`src/lbps_pkg.sv`:
```
// ----------------------------------------------------------------------------
// LED blink pattern sequencer: shared definitions
// Event codes, register indexes and the beat types passed between the stages.
// ----------------------------------------------------------------------------
package lbps_pkg;

    localparam int TICK_MS = 25;

    localparam logic [1:0] KIND_TICK     = 2'd0;
    localparam logic [1:0] KIND_SELECT   = 2'd1;
    localparam logic [1:0] KIND_OVERRIDE = 2'd2;
    localparam logic [1:0] KIND_ID_START = 2'd3;

    localparam logic CFG_HW_REV = 1'b0;
    localparam logic CFG_FW_REV = 1'b1;

    typedef struct packed {
        logic [1:0] kind;
        logic [3:0] pattern;
        logic       override_on;
    } item_t;

    typedef struct packed {
        logic led_on;
        logic led_refresh;
    } result_t;

    typedef enum logic [2:0] {
        ID_LEAD,
        ID_HW_ON,
        ID_HW_OFF,
        ID_GAP,
        ID_FW_ON,
        ID_FW_OFF,
        ID_TAIL,
        ID_DONE
    } id_step_t;

endpackage

```
`src/lbps_in_reg.sv`:
```
// ----------------------------------------------------------------------------
// LED blink pattern sequencer: input register
// Holds one incoming event beat until the player consumes it.
// ----------------------------------------------------------------------------
module lbps_in_reg (
    input  logic           clk,
    input  logic           rst_n,
    input  logic           in_valid,
    output logic           in_stall,
    input  lbps_pkg::item_t in_item,
    input  logic           take,
    output logic           item_valid,
    output lbps_pkg::item_t item
);

    logic            valid_reg;
    logic            valid_next;
    lbps_pkg::item_t item_reg;
    logic            accept;

    assign in_stall   = valid_reg & ~take;
    assign accept     = in_valid & ~in_stall;
    assign valid_next = accept | (valid_reg & ~take);

    always_ff @(posedge clk or negedge rst_n)
    begin
        if (!rst_n)
        begin
            valid_reg <= 1'b0;
        end
        else
        begin
            valid_reg <= valid_next;
        end
    end

    always_ff @(posedge clk)
    begin
        if (accept)
        begin
            item_reg <= in_item;
        end
    end

    assign item_valid = valid_reg;
    assign item       = item_reg;

endmodule

```
`src/lbps_player.sv`:
```
// ----------------------------------------------------------------------------
// LED blink pattern sequencer: pattern player
// Holds the sequencer state and works out the LED level for each event beat.
// ----------------------------------------------------------------------------
module lbps_player (
    input  logic              clk,
    input  logic              rst_n,
    input  logic              cfg_write,
    input  logic              cfg_index,
    input  logic [7:0]        cfg_data,
    input  logic              step,
    input  lbps_pkg::item_t   item,
    output lbps_pkg::result_t result
);

    typedef struct packed {
        logic       nz;
        logic       level;
        logic [6:0] mag;
    } cmd_t;

    localparam int TICK_EFF      = (lbps_pkg::TICK_MS < 1) ? 1 : lbps_pkg::TICK_MS;
    localparam int PATTERN_COUNT = 11;
    localparam int ROW_LEN       = 5;

    function automatic cmd_t make_cmd(int ms);
        int   mag;
        int   t;
        cmd_t c;
        mag = (ms < 0) ? -ms : ms;
        t   = (mag >= TICK_EFF) ? mag / TICK_EFF : 1;
        if (t > 127)
        begin
            t = 127;
        end
        c.nz    = (ms != 0);
        c.level = (ms > 0);
        c.mag   = 7'(t);
        return c;
    endfunction

    localparam cmd_t CMD_ZERO    = '0;
    localparam cmd_t CMD_ID_LEAD = make_cmd(-1000);
    localparam cmd_t CMD_HW_ON   = make_cmd(200);
    localparam cmd_t CMD_HW_OFF  = make_cmd(-800);
    localparam cmd_t CMD_GAP     = make_cmd(-1700);
    localparam cmd_t CMD_FW_ON   = make_cmd(800);
    localparam cmd_t CMD_FW_OFF  = make_cmd(-200);
    localparam cmd_t CMD_TAIL    = make_cmd(-2300);
    localparam cmd_t CMD_OVR_ON  = make_cmd(50);
    localparam cmd_t CMD_OVR_OFF = make_cmd(-50);

    localparam cmd_t PATTERN_ROM [PATTERN_COUNT][ROW_LEN] = '{
        '{CMD_ZERO, CMD_ZERO, CMD_ZERO, CMD_ZERO, CMD_ZERO},
        '{make_cmd(-200), CMD_ZERO, CMD_ZERO, CMD_ZERO, CMD_ZERO},
        '{make_cmd(200), CMD_ZERO, CMD_ZERO, CMD_ZERO, CMD_ZERO},
        '{make_cmd(25), make_cmd(-25), CMD_ZERO, CMD_ZERO, CMD_ZERO},
        '{make_cmd(50), make_cmd(-50), CMD_ZERO, CMD_ZERO, CMD_ZERO},
        '{make_cmd(100), make_cmd(-100), CMD_ZERO, CMD_ZERO, CMD_ZERO},
        '{make_cmd(200), make_cmd(-200), CMD_ZERO, CMD_ZERO, CMD_ZERO},
        '{make_cmd(500), make_cmd(-500), CMD_ZERO, CMD_ZERO, CMD_ZERO},
        '{make_cmd(25), make_cmd(-2975), CMD_ZERO, CMD_ZERO, CMD_ZERO},
        '{make_cmd(950), make_cmd(-50), CMD_ZERO, CMD_ZERO, CMD_ZERO},
        '{make_cmd(850), make_cmd(-50), make_cmd(50), make_cmd(-50), CMD_ZERO}
    };

    localparam logic [7:0] HW_REV_TWO   = 8'd70;
    localparam logic [7:0] HW_REV_THREE = 8'd71;

    logic [7:0]         hw_rev_reg;
    logic [7:0]         fw_rev_reg;
    logic [3:0]         pattern_reg;
    logic [3:0]         pattern_next;
    logic [2:0]         index_reg;
    logic [2:0]         index_next;
    logic [6:0]         hold_reg;
    logic [6:0]         hold_next;
    logic               led_reg;
    logic               led_next;
    logic               id_active_reg;
    logic               id_active_next;
    lbps_pkg::id_step_t id_step_reg;
    lbps_pkg::id_step_t id_step_next;
    lbps_pkg::id_step_t id_step_adv;
    logic [7:0]         hw_left_reg;
    logic [7:0]         hw_left_next;
    logic [7:0]         fw_left_reg;
    logic [7:0]         fw_left_next;
    logic               ovr_en_reg;
    logic               ovr_en_next;
    logic [1:0]         ovr_index_reg;
    logic [1:0]         ovr_index_next;
    logic [7:0]         hw_dec;
    logic [7:0]         fw_dec;
    cmd_t               main_cmd;
    cmd_t               id_cmd;
    cmd_t               ovr_cmd;
    cmd_t               fetched;
    logic               refresh;

    assign hw_dec = hw_left_reg - 8'd1;
    assign fw_dec = fw_left_reg - 8'd1;

    always_comb
    begin
        if ((pattern_reg < 4'(PATTERN_COUNT)) && (index_reg < 3'(ROW_LEN)))
        begin
            main_cmd = PATTERN_ROM[pattern_reg][index_reg];
        end
        else
        begin
            main_cmd = CMD_ZERO;
        end
    end

    always_comb
    begin
        case (ovr_index_reg)
            2'd0:    ovr_cmd = CMD_OVR_ON;
            2'd1:    ovr_cmd = CMD_OVR_OFF;
            default: ovr_cmd = CMD_ZERO;
        endcase
    end

    // Output decode of the show-ID sequence.
    always_comb
    begin
        case (id_step_reg)
            lbps_pkg::ID_LEAD:   id_cmd = CMD_ID_LEAD;
            lbps_pkg::ID_HW_ON:  id_cmd = CMD_HW_ON;
            lbps_pkg::ID_HW_OFF: id_cmd = CMD_HW_OFF;
            lbps_pkg::ID_GAP:    id_cmd = CMD_GAP;
            lbps_pkg::ID_FW_ON:  id_cmd = CMD_FW_ON;
            lbps_pkg::ID_FW_OFF: id_cmd = CMD_FW_OFF;
            lbps_pkg::ID_TAIL:   id_cmd = CMD_TAIL;
            default:             id_cmd = CMD_ZERO;
        endcase
    end

    // Next step of the show-ID sequence.
    always_comb
    begin
        case (id_step_reg)
            lbps_pkg::ID_LEAD:   id_step_adv = lbps_pkg::ID_HW_ON;
            lbps_pkg::ID_HW_ON:  id_step_adv = lbps_pkg::ID_HW_OFF;
            lbps_pkg::ID_HW_OFF:
                id_step_adv = (hw_dec != 8'd0) ? lbps_pkg::ID_HW_ON : lbps_pkg::ID_GAP;
            lbps_pkg::ID_GAP:    id_step_adv = lbps_pkg::ID_FW_ON;
            lbps_pkg::ID_FW_ON:  id_step_adv = lbps_pkg::ID_FW_OFF;
            lbps_pkg::ID_FW_OFF:
                id_step_adv = (fw_dec != 8'd0) ? lbps_pkg::ID_FW_ON : lbps_pkg::ID_TAIL;
            lbps_pkg::ID_TAIL:   id_step_adv = lbps_pkg::ID_DONE;
            default:             id_step_adv = lbps_pkg::ID_LEAD;
        endcase
    end

    always_comb
    begin
        pattern_next   = pattern_reg;
        index_next     = index_reg;
        hold_next      = hold_reg;
        led_next       = led_reg;
        id_active_next = id_active_reg;
        id_step_next   = id_step_reg;
        hw_left_next   = hw_left_reg;
        fw_left_next   = fw_left_reg;
        ovr_en_next    = ovr_en_reg;
        ovr_index_next = ovr_index_reg;
        fetched        = CMD_ZERO;
        refresh        = 1'b0;
        if (step)
        begin
            case (item.kind)
                lbps_pkg::KIND_TICK:
                begin
                    if (hold_reg != 7'd0)
                    begin
                        hold_next = hold_reg - 7'd1;
                    end
                    else
                    begin
                        // The main pointer moves on even when its command is replaced.
                        index_next = main_cmd.nz ? (index_reg + 3'd1) : 3'd0;
                        if (id_active_reg)
                        begin
                            fetched      = id_cmd;
                            id_step_next = id_step_adv;
                            if (id_step_reg == lbps_pkg::ID_HW_OFF)
                            begin
                                hw_left_next = hw_dec;
                            end
                            if (id_step_reg == lbps_pkg::ID_FW_OFF)
                            begin
                                fw_left_next = fw_dec;
                            end
                            if (id_step_reg == lbps_pkg::ID_DONE)
                            begin
                                id_active_next = 1'b0;
                            end
                        end
                        else if (ovr_en_reg)
                        begin
                            fetched        = ovr_cmd;
                            ovr_index_next = ovr_cmd.nz ? (ovr_index_reg + 2'd1) : 2'd0;
                        end
                        else
                        begin
                            fetched = main_cmd;
                        end
                        if (fetched.nz)
                        begin
                            led_next  = fetched.level;
                            hold_next = fetched.mag - 7'd1;
                            refresh   = 1'b1;
                        end
                    end
                end
                lbps_pkg::KIND_SELECT:
                begin
                    if (item.pattern < 4'(PATTERN_COUNT))
                    begin
                        pattern_next = item.pattern;
                        index_next   = 3'd0;
                        hold_next    = 7'd0;
                    end
                end
                lbps_pkg::KIND_OVERRIDE:
                begin
                    ovr_en_next = item.override_on;
                end
                lbps_pkg::KIND_ID_START:
                begin
                    id_active_next = 1'b1;
                    if (hw_rev_reg == HW_REV_TWO)
                    begin
                        hw_left_next = 8'd2;
                    end
                    else if (hw_rev_reg == HW_REV_THREE)
                    begin
                        hw_left_next = 8'd3;
                    end
                    else
                    begin
                        hw_left_next = 8'd1;
                    end
                    fw_left_next = fw_rev_reg + 8'd1;
                end
                default:
                begin
                end
            endcase
        end
    end

    assign result.led_on      = led_next;
    assign result.led_refresh = refresh;

    always_ff @(posedge clk or negedge rst_n)
    begin
        if (!rst_n)
        begin
            hw_rev_reg <= 8'd0;
            fw_rev_reg <= 8'd0;
        end
        else if (cfg_write)
        begin
            case (cfg_index)
                lbps_pkg::CFG_HW_REV: hw_rev_reg <= cfg_data;
                lbps_pkg::CFG_FW_REV: fw_rev_reg <= cfg_data;
                default:
                begin
                end
            endcase
        end
    end

    always_ff @(posedge clk or negedge rst_n)
    begin
        if (!rst_n)
        begin
            pattern_reg   <= 4'd0;
            index_reg     <= 3'd0;
            hold_reg      <= 7'd0;
            led_reg       <= 1'b0;
            id_active_reg <= 1'b0;
            id_step_reg   <= lbps_pkg::ID_LEAD;
            hw_left_reg   <= 8'd0;
            fw_left_reg   <= 8'd0;
            ovr_en_reg    <= 1'b0;
            ovr_index_reg <= 2'd0;
        end
        else
        begin
            pattern_reg   <= pattern_next;
            index_reg     <= index_next;
            hold_reg      <= hold_next;
            led_reg       <= led_next;
            id_active_reg <= id_active_next;
            id_step_reg   <= id_step_next;
            hw_left_reg   <= hw_left_next;
            fw_left_reg   <= fw_left_next;
            ovr_en_reg    <= ovr_en_next;
            ovr_index_reg <= ovr_index_next;
        end
    end

    a_hold_counts_down: assert property (@(posedge clk) disable iff (!rst_n)
        (step && (item.kind == lbps_pkg::KIND_TICK) && (hold_reg != 7'd0))
        |=> (hold_reg == 7'($past(hold_reg) - 7'd1)))
        else $error("Hold counter did not count down on a tick.");

    a_id_start_sets_active: assert property (@(posedge clk) disable iff (!rst_n)
        (step && (item.kind == lbps_pkg::KIND_ID_START)) |=> id_active_reg)
        else $error("Show-ID start did not activate the sequence.");

    a_id_idle_at_lead: assert property (@(posedge clk) disable iff (!rst_n)
        !id_active_reg |-> (id_step_reg == lbps_pkg::ID_LEAD))
        else $error("Show-ID step left its first step while inactive.");

    a_ovr_index_range: assert property (@(posedge clk) disable iff (!rst_n)
        ovr_index_reg != 2'd3)
        else $error("Override index reached an unused entry.");

endmodule

```
`src/lbps_out_reg.sv`:
```
// ----------------------------------------------------------------------------
// LED blink pattern sequencer: result register
// Holds one result beat and lets the next event through while it is empty or being taken.
// ----------------------------------------------------------------------------
module lbps_out_reg (
    input  logic              clk,
    input  logic              rst_n,
    input  logic              item_valid,
    output logic              take,
    input  lbps_pkg::result_t result,
    output logic              out_valid,
    input  logic              out_stall,
    output lbps_pkg::result_t out_result
);

    logic              valid_reg;
    logic              valid_next;
    lbps_pkg::result_t result_reg;

    assign take       = item_valid & (~valid_reg | ~out_stall);
    assign valid_next = take | (valid_reg & out_stall);

    always_ff @(posedge clk or negedge rst_n)
    begin
        if (!rst_n)
        begin
            valid_reg <= 1'b0;
        end
        else
        begin
            valid_reg <= valid_next;
        end
    end

    always_ff @(posedge clk)
    begin
        if (take)
        begin
            result_reg <= result;
        end
    end

    assign out_valid  = valid_reg;
    assign out_result = result_reg;

endmodule

```
`src/led_blink_pattern_sequencer.sv`:
```
// ----------------------------------------------------------------------------
// LED blink pattern sequencer
// Tick-driven LED pattern player with show-ID and override sequences.
// ----------------------------------------------------------------------------
//  Channel | Direction | Handshake           | Payload
//  --------+-----------+---------------------+-------------------------------
//  in      | input     | in_valid / in_stall | kind, pattern, override_on
//  out     | output    | out_valid/out_stall | led_on, led_refresh
//  cfg     | input     | cfg_write           | cfg_index, cfg_data
//
// Every event beat gives exactly one result beat through the input register and
// then the result register. One beat is accepted per cycle unless a stalled
// result backs up; they set the rate, the whole state update done between them.
// Reset clears all state at once; no clearing pass is needed.
// A stalled result holds; one further event waits in the input register.
// ----------------------------------------------------------------------------
module led_blink_pattern_sequencer (
    input  logic       clk,
    input  logic       rst_n,
    input  logic       in_valid,
    output logic       in_stall,
    input  logic [1:0] kind,
    input  logic [3:0] pattern,
    input  logic       override_on,
    output logic       out_valid,
    input  logic       out_stall,
    output logic       led_on,
    output logic       led_refresh,
    input  logic       cfg_write,
    input  logic       cfg_index,
    input  logic [7:0] cfg_data
);

    lbps_pkg::item_t   in_item;
    lbps_pkg::item_t   item;
    lbps_pkg::result_t result;
    lbps_pkg::result_t out_result;
    logic              item_valid;
    logic              take;

    assign in_item.kind        = kind;
    assign in_item.pattern     = pattern;
    assign in_item.override_on = override_on;

    lbps_in_reg u_in_reg (
        .clk        (clk),
        .rst_n      (rst_n),
        .in_valid   (in_valid),
        .in_stall   (in_stall),
        .in_item    (in_item),
        .take       (take),
        .item_valid (item_valid),
        .item       (item)
    );

    lbps_player u_player (
        .clk       (clk),
        .rst_n     (rst_n),
        .cfg_write (cfg_write),
        .cfg_index (cfg_index),
        .cfg_data  (cfg_data),
        .step      (take),
        .item      (item),
        .result    (result)
    );

    lbps_out_reg u_out_reg (
        .clk        (clk),
        .rst_n      (rst_n),
        .item_valid (item_valid),
        .take       (take),
        .result     (result),
        .out_valid  (out_valid),
        .out_stall  (out_stall),
        .out_result (out_result)
    );

    assign led_on      = out_result.led_on;
    assign led_refresh = out_result.led_refresh;

    a_take_fills_output: assert property (@(posedge clk) disable iff (!rst_n)
        take |=> out_valid)
        else $error("A consumed event did not produce a result beat.");

    a_stall_only_when_full: assert property (@(posedge clk) disable iff (!rst_n)
        in_stall |-> (item_valid && out_valid && out_stall))
        else $error("Input stalled while the pipeline could move.");

    a_held_event_advances: assert property (@(posedge clk) disable iff (!rst_n)
        (item_valid && !out_valid) |-> take)
        else $error("A waiting event was not consumed by an empty result register.");

endmodule
```
`config.mk`:
```
export PLATFORM = sky130hd
export DESIGN_NAME = led_blink_pattern_sequencer
export DESIGN_NICKNAME = d
export VERILOG_FILES = /design/src/lbps_pkg.sv /design/src/lbps_in_reg.sv /design/src/lbps_player.sv /design/src/lbps_out_reg.sv /design/src/led_blink_pattern_sequencer.sv
export SDC_FILE = /design/constraint.sdc
export NUM_CORES = 1
export LEC_CHECK = 0
export BUFFER_PORTS_ARGS = -buffer_cell sky130_fd_sc_hd__buf_2
export CAP_MARGIN = 20
export CORE_MARGIN = 2
export CORE_UTILIZATION = 50
export DETAILED_ROUTE_END_ITERATION = 12
export PLACE_DENSITY_LB_ADDON = 0.15
export SYNTH_ARGS = -nofsm -noshare
export SYNTH_HDL_FRONTEND = slang
export SYNTH_SLANG_ARGS = --single-unit
```
`constraint.sdc`:
```
create_clock -name clk -period 3.3 [get_ports clk]
set_input_delay 0.66 -clock clk [delete_from_list [all_inputs] [get_ports clk]]
set_output_delay 0.66 -clock clk [all_outputs]
set_load 0.1 [all_outputs]
```
==> impl_results.md <==
- # diodes: 0
- Clock-pin slew on the worst setup and hold paths: 80 ps
- Initial antenna violation count: 0
- Area post-placement: 3990 µm²
- Critical-path cell list: inv_1 > ha_1 > and3b_1 > o2111ai_1 > o21a_1 > ha_1 > or4b_2 > nor4_1 > mux2i_1
- Final WL: 7.84 mm
- CP bufs+invs: 1
- Final setup viols: 0
- Register area: 1670 µm²
- R2R Path Start: u_player.pattern_reg[1]
- Largest delay share family, worst path: simple AND/OR/NAND/NOR gates
- Bufs on Longest Clock Path: 2
- Die H: 91.5 µm
- Vias in the first global route: 2,887
- CTS tree: done
- Hold Slack: 300 ps
- Clk sinks: 65
- Hpwl dp: 5.59 mm
- Postcts setup bufs: 0
- Fill count: 663
- Area Overhead vs Synth: 8.87%
- Setup total negative slack: 0 ps
- Crit-path most repeated cell: ha_1
- Grt ovf: 0
- Syn_nets: 426
- Synth Instances: 393
- Die width: 91.5 µm
- Total core area: 7330 µm²
- R2r setup slk: 490 ps
- Achievable Freq: 356 MHz
- Status: finished clean
- Post-Syn Area: 3820 µm²
- Pwr dens: 758 nW/µm²
- Hold buffer count at CTS: 0
- RSZ-0062 raised after global routing: no
- Largest net degree at the start of global routing: 26
- Worst min path class: in2async
- Crit path max-delay cell type: or4b_2
- Post-synth EDFFs: 9
- Crit. End Element: register
- Post-synthesis register bit count: 65
- Max FO, Critical Path: 6
- CTS root buf: clkbuf_8
- Minimum clock period: 2810 ps
- Final antenna-violating net count: 0
- Synth Flop Type: dfrtp_1
- DRC: 0
- Final hold vios: 0
- Row cnt: 31
- Register-to-Register Path Depth: 9
- Initial core utilization: 52.2%
- First-pass GRT wire length: 13.5 mm
- Detailed-route via count: 2,992
- RR Endpoint: u_player.hold_reg[6]
- CTS H-tree lvls: 3
- Via density: 5.79
- Tcrit/Tclk final: 85.2%
- Most frequent cells in the layout: dfrtp_1 (56), o21ai_0 (40), nand2_1 (39), buf_2 (24), nor2_1 (22)
- Clock Latency Late Sink: 350 ps
- Fraction of layout cells with a size suffix above 1: 17.7%
- CP arrival: 3090 ps
- Required time worst endpoint: 3570 ps
- Fin area: 4160 µm²
- Pre-antenna DRT Iters: 5
- Area of the multi-input gates: 2000 µm²
- CP peak stage delay: 610 ps
- Measured slew at the worst slew-check pin: 710 ps
- GP Congestion: 0.889
- Commonest non-fill, non-tap cell in the layout: dfrtp_1
- Startpoint types: register
- Top Ports: 25
- Routed len/inst: 15.2 µm
- Syn Area/Cell: 9.73 µm²
- Nets@finish: 446
- Seq/Total Area, Yosys: 43.7%
- Max-Cap Viols: 0
- Post-synth cell types: 68
- Post-CTS Resized: 0
- Relative slew slack: 52.2%
- Maximum VDD drop: 0.000369 V
- GRT Util Overall: 20.2%
- Post-synthesis async set-or-reset flop share: 86.2%
- Leakage: 1.72 nW
- Final Max Slew Viols: 0
- CP Class: reg2reg
- Die Area: 8360 µm²
- DRC marker count from the first detailed-route iteration: 198
- CTS Buf Count: 9
- Yosys Warn Count: 0
- Final setup margin: 488 ps
- Clk_skew: 11.5 ps
- Dpl ws: 397 ps
- I/O Buffers: 24
synthesized netlist by cell type, types with 2 or more instances:
master     instances  area [µm²]
a211o_1            2        17.5
a21o_1             2        15.0
a21oi_1           14        70.1
a22o_1             7        61.3
a31oi_1            2        12.5
a41oi_1            2        17.5
and2_1             4        25.0
and3_1             4        25.0
and3b_1            2        17.5
buf_2              4        20.0
buf_4              2        15.0
buf_6              3        33.8
clkbuf_1          10        37.5
dfrtp_1           56        1400
edfxtp_1           9         270
ha_1              12         150
inv_1             11        41.3
mux2_2            19         214
mux2i_1            5        50.1
nand2_1           39         146
nand2b_1           8        50.1
nand3_1           14        70.1
nand4_1            3        18.8
nor2_1            22        82.6
nor2b_1            6        37.5
nor3_1             8        40.0
nor3b_1            2        15.0
nor4_1            10        62.6
o2111ai_1          2        17.5
o21a_1             3        22.5
o21ai_0           40         200
o21ai_1            2        10.0
o21bai_1           3        22.5
o22a_1             2        17.5
o22ai_1            2        12.5
o31ai_1            7        52.6
o41ai_1            2        17.5
or2_2              2        12.5
or2b_1             2        15.0
or3_1              3        18.8
or4_1              3        22.5
xnor2_1            8        70.1
xor2_1             5        43.8
layer usage:
| layer | share of wire [%] | routed length, µm | up-vias | GRT usage (%) |
|---|---|---|---|---|
| li1 | - | - | 1484 | - |
| met3 | 4.1 | 321 | 11 | 3.98 |
| met1 | 49 | 3850 | 1424 | 28.1 |
| met5 | 0 | 0 | - | 0 |
| met2 | 45 | 3560 | 73 | 30.8 |
| met4 | 1.4 | 111 | 0 | 8.46 |
worst max-delay path by stage:
stage                           endpoint  cells past startpoint                    start  slack, ps
floorplan           u_player.hold_reg[5]                      7      u_out_reg.out_valid        690
global placement    u_player.hold_reg[5]                      9                out_stall        420
detailed placement  u_player.hold_reg[5]                      9                out_stall        400
CTS                 u_player.hold_reg[6]                      9  u_player.pattern_reg[1]        460
global route        u_player.hold_reg[5]                      9  u_player.pattern_reg[0]        290
finish              u_player.hold_reg[6]                      9  u_player.pattern_reg[1]        490
final cells by class:
| cell class | instances | share of cell area (%) |
|---|---|---|
| Multi-Input combinational cell | 298 | 48.2 |
| Sequential cell | 65 | 40.2 |
| Timing Repair Buffer | 28 | 3.61 |
| Clock buffer | 10 | 3.07 |
| Tap cell | 99 | 2.98 |
| Clock inverter | 6 | 1.05 |
| Inverter | 11 | 0.992 |
logic make-up after synthesis:
kind of cell | after synthesis | synth area share, %
xor+xnor | 14 | 3.40
compound gates | 104 | 17.7
mux | 24 | 6.90
fa+ha+maj | 12 | 3.93
buf+inv | 30 | 3.86
simple gates | 144 | 20.5
flops | 65 | 43.7
power breakdown:
group | internal, mW | total, mW | switching (mW)
combinational | 0.566 | 1.22 | 0.656
sequential | 1.02 | 1.33 | 0.309
clock | 0.275 | 0.605 | 0.330
total | 1.86 | 3.16 | 1.29
metrics by stage:
| step | std cells | total power [mW] | utilization, % |
|---|---|---|---|
| floorplan | 393 | 2.31 | - |
| global placement | 501 | 2.52 | 54.4 |
| detailed placement | 501 | 2.55 | 54.4 |
| CTS | 517 | 3.16 | 56.8 |
| global route | 517 | 3.39 | 56.8 |
| finish | 517 | 3.16 | 56.8 |
Power figures use the tool's default switching activity.
